<file path="src/hdl/jtrc_pkg.sv">
// Package for the joint torque residual conditioner.
// Holds shared types, sizes and codes; no dependencies.
`timescale 1ns / 1ps
package jtrc_pkg;

  localparam int JOINTS  = 8;
  localparam int JIDX_W  = (JOINTS > 1) ? $clog2(JOINTS) : 1;

  localparam int TRQ_W   = 24;
  localparam int SPD_W   = 18;
  localparam int BIAS_W  = 36;
  localparam int SMTH_W  = 40;
  localparam int PROD_W  = 58;
  localparam int DEN_W   = 33;
  localparam int DIV_STEPS = PROD_W / 2;
  localparam int DCNT_W  = $clog2(DIV_STEPS);

  localparam int CFG_IDX_W  = 3;
  localparam int CFG_DATA_W = 23;

  typedef enum logic [CFG_IDX_W-1:0] {
    REG_SIGN_NEG   = 3'd0,
    REG_DEADBAND   = 3'd1,
    REG_GATE_LOW   = 3'd2,
    REG_GATE_HIGH  = 3'd3,
    REG_FILT_GAIN  = 3'd4,
    REG_STARTUP    = 3'd5,
    REG_TARE       = 3'd6
  } reg_idx_e;

  typedef enum logic [3:0] {
    ST_IDLE, ST_PREP, ST_ERR, ST_MUL1, ST_FILT, ST_DBND,
    ST_GATE, ST_DIVLD, ST_DIV, ST_DIVFIN, ST_FIN
  } jtrc_state_e;

  typedef enum logic [1:0] {
    PH_ZERO, PH_DIVIDE, PH_RUN
  } phase_e;

  typedef enum logic [1:0] {
    GT_PASS, GT_ZERO, GT_SCALE
  } gate_e;

  typedef struct packed {
    logic load_in;
    logic prep;
    logic err;
    logic mul1;
    logic filt;
    logic dbnd;
    logic gate;
    logic div_load;
    logic div_step;
    logic div_fin;
    logic out_load;
  } cmd_t;

  typedef struct packed {
    phase_e phase_new;
    gate_e  gate;
    logic   div_last;
    logic   out_free;
  } status_t;

endpackage

</file>
<file path="src/hdl/jtrc_ctrl.sv">
// Sequencer for the joint torque residual conditioner.
// Depends on jtrc_pkg; drives command strobes into jtrc_dp.
`timescale 1ns / 1ps
module jtrc_ctrl (
  input  logic             clk_i,
  input  logic             rst_ni,
  input  logic             in_valid_i,
  output logic             in_ready_o,
  input  jtrc_pkg::status_t status_i,
  output jtrc_pkg::cmd_t    cmd_o
);
  import jtrc_pkg::*;

  jtrc_state_e state_q, state_d;

  always_ff @(posedge clk_i or negedge rst_ni) begin
    if (!rst_ni) begin
      state_q <= ST_IDLE;
    end else begin
      state_q <= state_d;
    end
  end

  always_comb begin
    state_d    = state_q;
    cmd_o      = '0;
    in_ready_o = 1'b0;
    case (state_q)
      ST_IDLE: begin
        in_ready_o = 1'b1;
        if (in_valid_i) begin
          cmd_o.load_in = 1'b1;
          state_d       = ST_PREP;
        end
      end
      ST_PREP: begin
        cmd_o.prep = 1'b1;
        case (status_i.phase_new)
          PH_DIVIDE: state_d = ST_DIVLD;
          PH_RUN:    state_d = ST_ERR;
          default:   state_d = ST_FIN;
        endcase
      end
      ST_ERR: begin
        cmd_o.err = 1'b1;
        state_d   = ST_MUL1;
      end
      ST_MUL1: begin
        cmd_o.mul1 = 1'b1;
        state_d    = ST_FILT;
      end
      ST_FILT: begin
        cmd_o.filt = 1'b1;
        state_d    = ST_DBND;
      end
      ST_DBND: begin
        cmd_o.dbnd = 1'b1;
        state_d    = ST_GATE;
      end
      ST_GATE: begin
        cmd_o.gate = 1'b1;
        state_d    = (status_i.gate == GT_SCALE) ? ST_DIVLD : ST_FIN;
      end
      ST_DIVLD: begin
        cmd_o.div_load = 1'b1;
        state_d        = ST_DIV;
      end
      ST_DIV: begin
        cmd_o.div_step = 1'b1;
        if (status_i.div_last) state_d = ST_DIVFIN;
      end
      ST_DIVFIN: begin
        cmd_o.div_fin = 1'b1;
        state_d       = ST_FIN;
      end
      ST_FIN: begin
        if (status_i.out_free) begin
          cmd_o.out_load = 1'b1;
          state_d        = ST_IDLE;
        end
      end
      default: state_d = ST_IDLE;
    endcase
  end

  a_div_exit: assert property (@(posedge clk_i) disable iff (!rst_ni)
    (state_q == ST_DIV) |=> (state_q == ST_DIV || state_q == ST_DIVFIN))
    else $error("divider left early");

endmodule

</file>
<file path="config.mk">
export PLATFORM = sky130hd
export DESIGN_NAME = jtrc_ctrl
export DESIGN_NICKNAME = d
export VERILOG_FILES = /design/src/hdl/jtrc_pkg.sv /design/src/hdl/jtrc_ctrl.sv
export SDC_FILE = /design/constraint.sdc
export NUM_CORES = 1
export LEC_CHECK = 0
export BUFFER_PORTS_ARGS = -buffer_cell sky130_fd_sc_hd__buf_2
export CAP_MARGIN = 5
export CORE_MARGIN = 3
export CORE_UTILIZATION = 32
export DETAILED_ROUTE_END_ITERATION = 10
export PLACE_DENSITY_LB_ADDON = 0.1
export REMOVE_ABC_BUFFERS = 1
export SYNTH_ARGS = -nofsm -noshare
export SYNTH_HDL_FRONTEND = slang
export SYNTH_SLANG_ARGS = --single-unit
</file>
<file path="constraint.sdc">
create_clock -name clk_i -period 2 [get_ports clk_i]
set_input_delay 0.4 -clock clk_i [delete_from_list [all_inputs] [get_ports clk_i]]
set_output_delay 0.4 -clock clk_i [all_outputs]
set_load 0.05 [all_outputs]
</file>
==> Yosys cells after proc, flatten, opt, wreduce, memory -nomap -nowiden <==
Cells that the tools add are included.
W data, S select, Z words.
{ "op_classes": {"addsub": 0, "mul": 0, "div_mod_pow": 0, "n_lt_le_gt_ge": 0, "eq_ne": 16, "shifts": 0, "n_mux": 20, "bitwise": 0, "n_reduce_logical": 2} }
{ "ops": {"columns": ["operator", "count"], "rows": [
  ["$pmux W4 S11", 1],
  ["$eq A4 B3 Y1 const B", 4],
  ["$mux W4", 4],
  ["$mux W1", 14],
  ["$eq A4 B4 Y1 const B", 3],
  ["$eq A4 B2 Y1 const B", 2],
  ["$pmux W4 S2", 1],
  ["$ne A2 B2 Y1 const B", 3],
  ["$eq A2 B2 Y1 const B", 2],
  ["$eq A4 B1 Y1 const B", 1],
  ["$logic_not A4 Y1", 1],
  ["$reduce_and A3 Y1", 1],
  ["$eq A2 B1 Y1 const B", 1]
]} }
{ "totals": {"regBits": 4, "latch_bits": 0, "ram_bits": 0, "mem_bits_ro": 0, "input_bits": 9, "out_inout_bits": 12, "word_cells": 39, "n_memories": 0} }

==> Longest topological paths before layout <==
{ "logic_depth": {"ltp_word": 3, "depth_mapped": 5, "ltp_nobuf": 5} }

==> Worst setup path before layout <==
OpenSTA, ideal clock, no wires.
{ "synth_timing": {"path_kind": "reg-to-output", "from": "register state_q[0]", "to": "output cmd_o[0] in the netlist's numbering", "t_arrival_ps": 2161, "required_time_ps": 1600, "setup_slack_ps": -561, "path_stages_with_launch": 3, "n_path_buf": 1, "cell_sequence": "dfrtp_1 > buf_4 > nor4_1"} }
{ "synth_lines": {"columns": ["element", "line", "text"], "rows": [
  ["start, declared", "jtrc_ctrl.sv:14", "jtrc_state_e state_q, state_d;"],
  ["start signal, assigned", "jtrc_ctrl.sv:20", "state_q <= state_d;"],
  ["end, declared", "jtrc_ctrl.sv:10", "output jtrc_pkg::cmd_t cmd_o"]
]} }

==> metrics.csv <==
metric,value,unit
PortBufs,20,
Pre-antenna DRT Iters,3,
r2r setup slk,0.64,ns
CTS tree,done,
Top Registers,state_q x4,
die area,1830,sq um
Int Pwr,453,uW
syn avg cell area,8.46,sq um
DP HPWL,794,um
Power Density,1760,nW/um^2
LEAKAGE,0.000285,uW
Worst-path clk slew,0.03,ns
Initial Utilization,0.364,
Setup crit start,state_q[0],
clk_skew,0.00179,ns
VDD IR-drop max,844,uV
vias in the first global route,408,
Total GRT Usage,0.133,
"Hold Vio Cnt, Final",0,
Clk pwr share,0.090,
Least-Margin Pin Slew,0.315,ns
RSZ-0062 raised after global routing,no,
Mapped Cells,51,
"most common cell after layout, fill and taps aside",buf_2,
reg2reg end,state_q[3],
Core ar.,1190,sq um
Tot Pwr,1040,uW
Crit Path Max Fanout,2,
Seq cells post-synth,4,
die extent in y,42.7,um
post-synthesis sequential area ratio,0.232,
most frequent cells in the layout,"buf_2 (17), clkbuf_4 (5), buf_4 (5)",
hold wc startpoint,status_i[2],
clock root cell,clkbuf_4,
Area contributors post-synth,"dfrtp_1 (23%), a2111oi_4 (6.4%), nor4b_4 (5.5%)",
Post-Route Setup TNS,0,ns
Worst Hold Path Cells,4,
Inserted Diodes,0,
maximum clock path buffer count,2,
nets@finish,87,
max FFs per register,4,
num rows,12,
WP data required,1.60,ns
Psw,587,uW
Antenna Nets Post-Route,0,
Yosys top cell area share,0.232,
DIE WIDTH,42.7,um
Slew headroom,0.790,
initial antenna violation count,0,
Yosys cell types,28,
initial DRC count,4,
Vias/cell,5.10,
Syn. warnings,0,
max-slew violation count,0,
crit path time final,1.94,ns
final core utilization,0.499,
clock sinks,4,
crit path DAT,1.54,ns
clock latency on the worst-skew pair,0.22,ns
global-route wire length before repair,1.79,mm
crit path capture type,output pin,
Residual DRC,0,
H-tree depth,1,
FILL cells,129,
final cycle utilization of the critical path,0.969,
routability-driven placement congestion ratio,0.700,
maxcap violations,0,
CTS Buf Count,3,
sequential power share,0.133,
Mapped Area,432,sq um
Fmax,0.516,GHz
Hold Crit Class,in -> reg,
Worst Setup Path Type,reg -> out,
status,"complete, no violations",
Hold Path Sink,state_q[2],
Reg with most FFs,state_q,
share of post-route cells with drive strength above 1,0.480,
Worst Hold Slack,0.473,ns
met3 routed WL,74,um
Top Metal Used,met4,
FF-to-FF path depth,4,
routed vias,454,
synth-to-layout area growth,37.1,%
total grt overflow,0,
Synth area leader,dfrtp_1,
metal1 wirelength,464,um
Final setup viols,0,
drt total wl,1.01,mm
I/O Pins,21,
# Post-CTS Setup Buffers,0,
Gate power share,0.777,
Met2 Wirelength,447,um
WL/cell,11.4,um
crit start category,flop,
reg-to-reg startpoint,state_q[1],
largest net degree at the start of global routing,16,
sw frac,0.565,
-- cells by family (layout without fill, tap and decap cells) --
logic type,count (synthesis),in the layout,share of synthesized area
adder cells (fa/ha/maj),1,1,0.0290
AO/OA/AOI/OAI,13,13,0.249
flip-flops,4,4,0.232
buffers and inverters,9,33,0.122
AND/OR/NAND/NOR,23,23,0.342
multiplexers,1,1,0.0261
-- per-stage QoR --
| step | worst slack [ns] | cell area, sq um | instances |
|---|---|---|---|
| 3_3_place_gp | 0.282 | 546 | 85 |
| 3_5_place_dp | 0.280 | 546 | 85 |
| 4_1_cts | 0.0289 | 578 | 89 |
| 5_1_grt | 0.000239 | 592 | 89 |
| 6_report | 0.0628 | 592 | 89 |
| 2_1_floorplan | -0.700 | 398 | 47 |
-- metal layers --
metal | track usage | vias to the layer above
met1 | 0.159 | 199
met5 | 0 | -
met3 | 0.0297 | 2
met2 | 0.198 | 17
li1 | - | 236
met4 | 0.112 | 0
-- area by class of cell --
cell class / instances / area [sq um] / area share
Multi-Input combinational cell: 38 / 285 / 0.482
Timing Repair Buffer: 25 / 148 / 0.249
Sequential cell: 4 / 100 / 0.169
Clock buffer: 3 / 22.5 / 0.0381
Inverter: 5 / 18.8 / 0.0317
Tap cell: 14 / 17.5 / 0.0296
-- worst max path at each step --
stage,endpoint,slack [ns],depth (start not counted)
after CTS,cmd_o[10],0.03,4
final,cmd_o[10],0.06,4
after detailed placement,cmd_o[10],0.28,4
after global routing,cmd_o[8],0.0002,4
after global placement,cmd_o[10],0.28,4
after floorplan,cmd_o[0],-0.70,2
-- what timing repair did --
item | in CTS | in global routing
resized for setup | 0 | 5
setup endpoints to repair | 0 | 3
endpoints found under the hold margin | 4 | 0
hold buffers | 1 | 0
-- Yosys cell counts --
cell,n
nor2_1,4
a211oi_1,1
nor2b_1,1
o21ai_1,1
and2_1,2
a211oi_2,1
a221oi_1,1
o21ai_0,3
o21ai_2,1
inv_1,4
or4_4,1
ha_1,1
a2111oi_4,1
buf_6,1
clkbuf_4,1
nor3_1,4
buf_4,2
nand2b_1,2
nor4b_4,1
a21oi_1,3
dfrtp_1,4
a22oi_1,1
nand2_1,4
inv_2,1
and4bb_2,1
or3_1,1
nor4_1,2
mux2_2,1
-- worst max-delay path, stage by stage (launching register included) --
cell      delay, ns
dfrtp_1        0.36
or4_4          0.55
inv_2          0.07
and2_1         0.11
clkbuf_4       0.22
-- power groups by stage --
stage / sequential, uW / combinational (uW) / clock (uW)
6_report: 138 / 808 / 93.2
5_1_grt: 141 / 874 / 106
4_1_cts: 139 / 804 / 97.2
3_5_place_dp: 139 / 801 / 0
3_3_place_gp: 139 / 802 / 0
2_1_floorplan: 231 / 509 / 0
(Power assumes the default switching activity.)
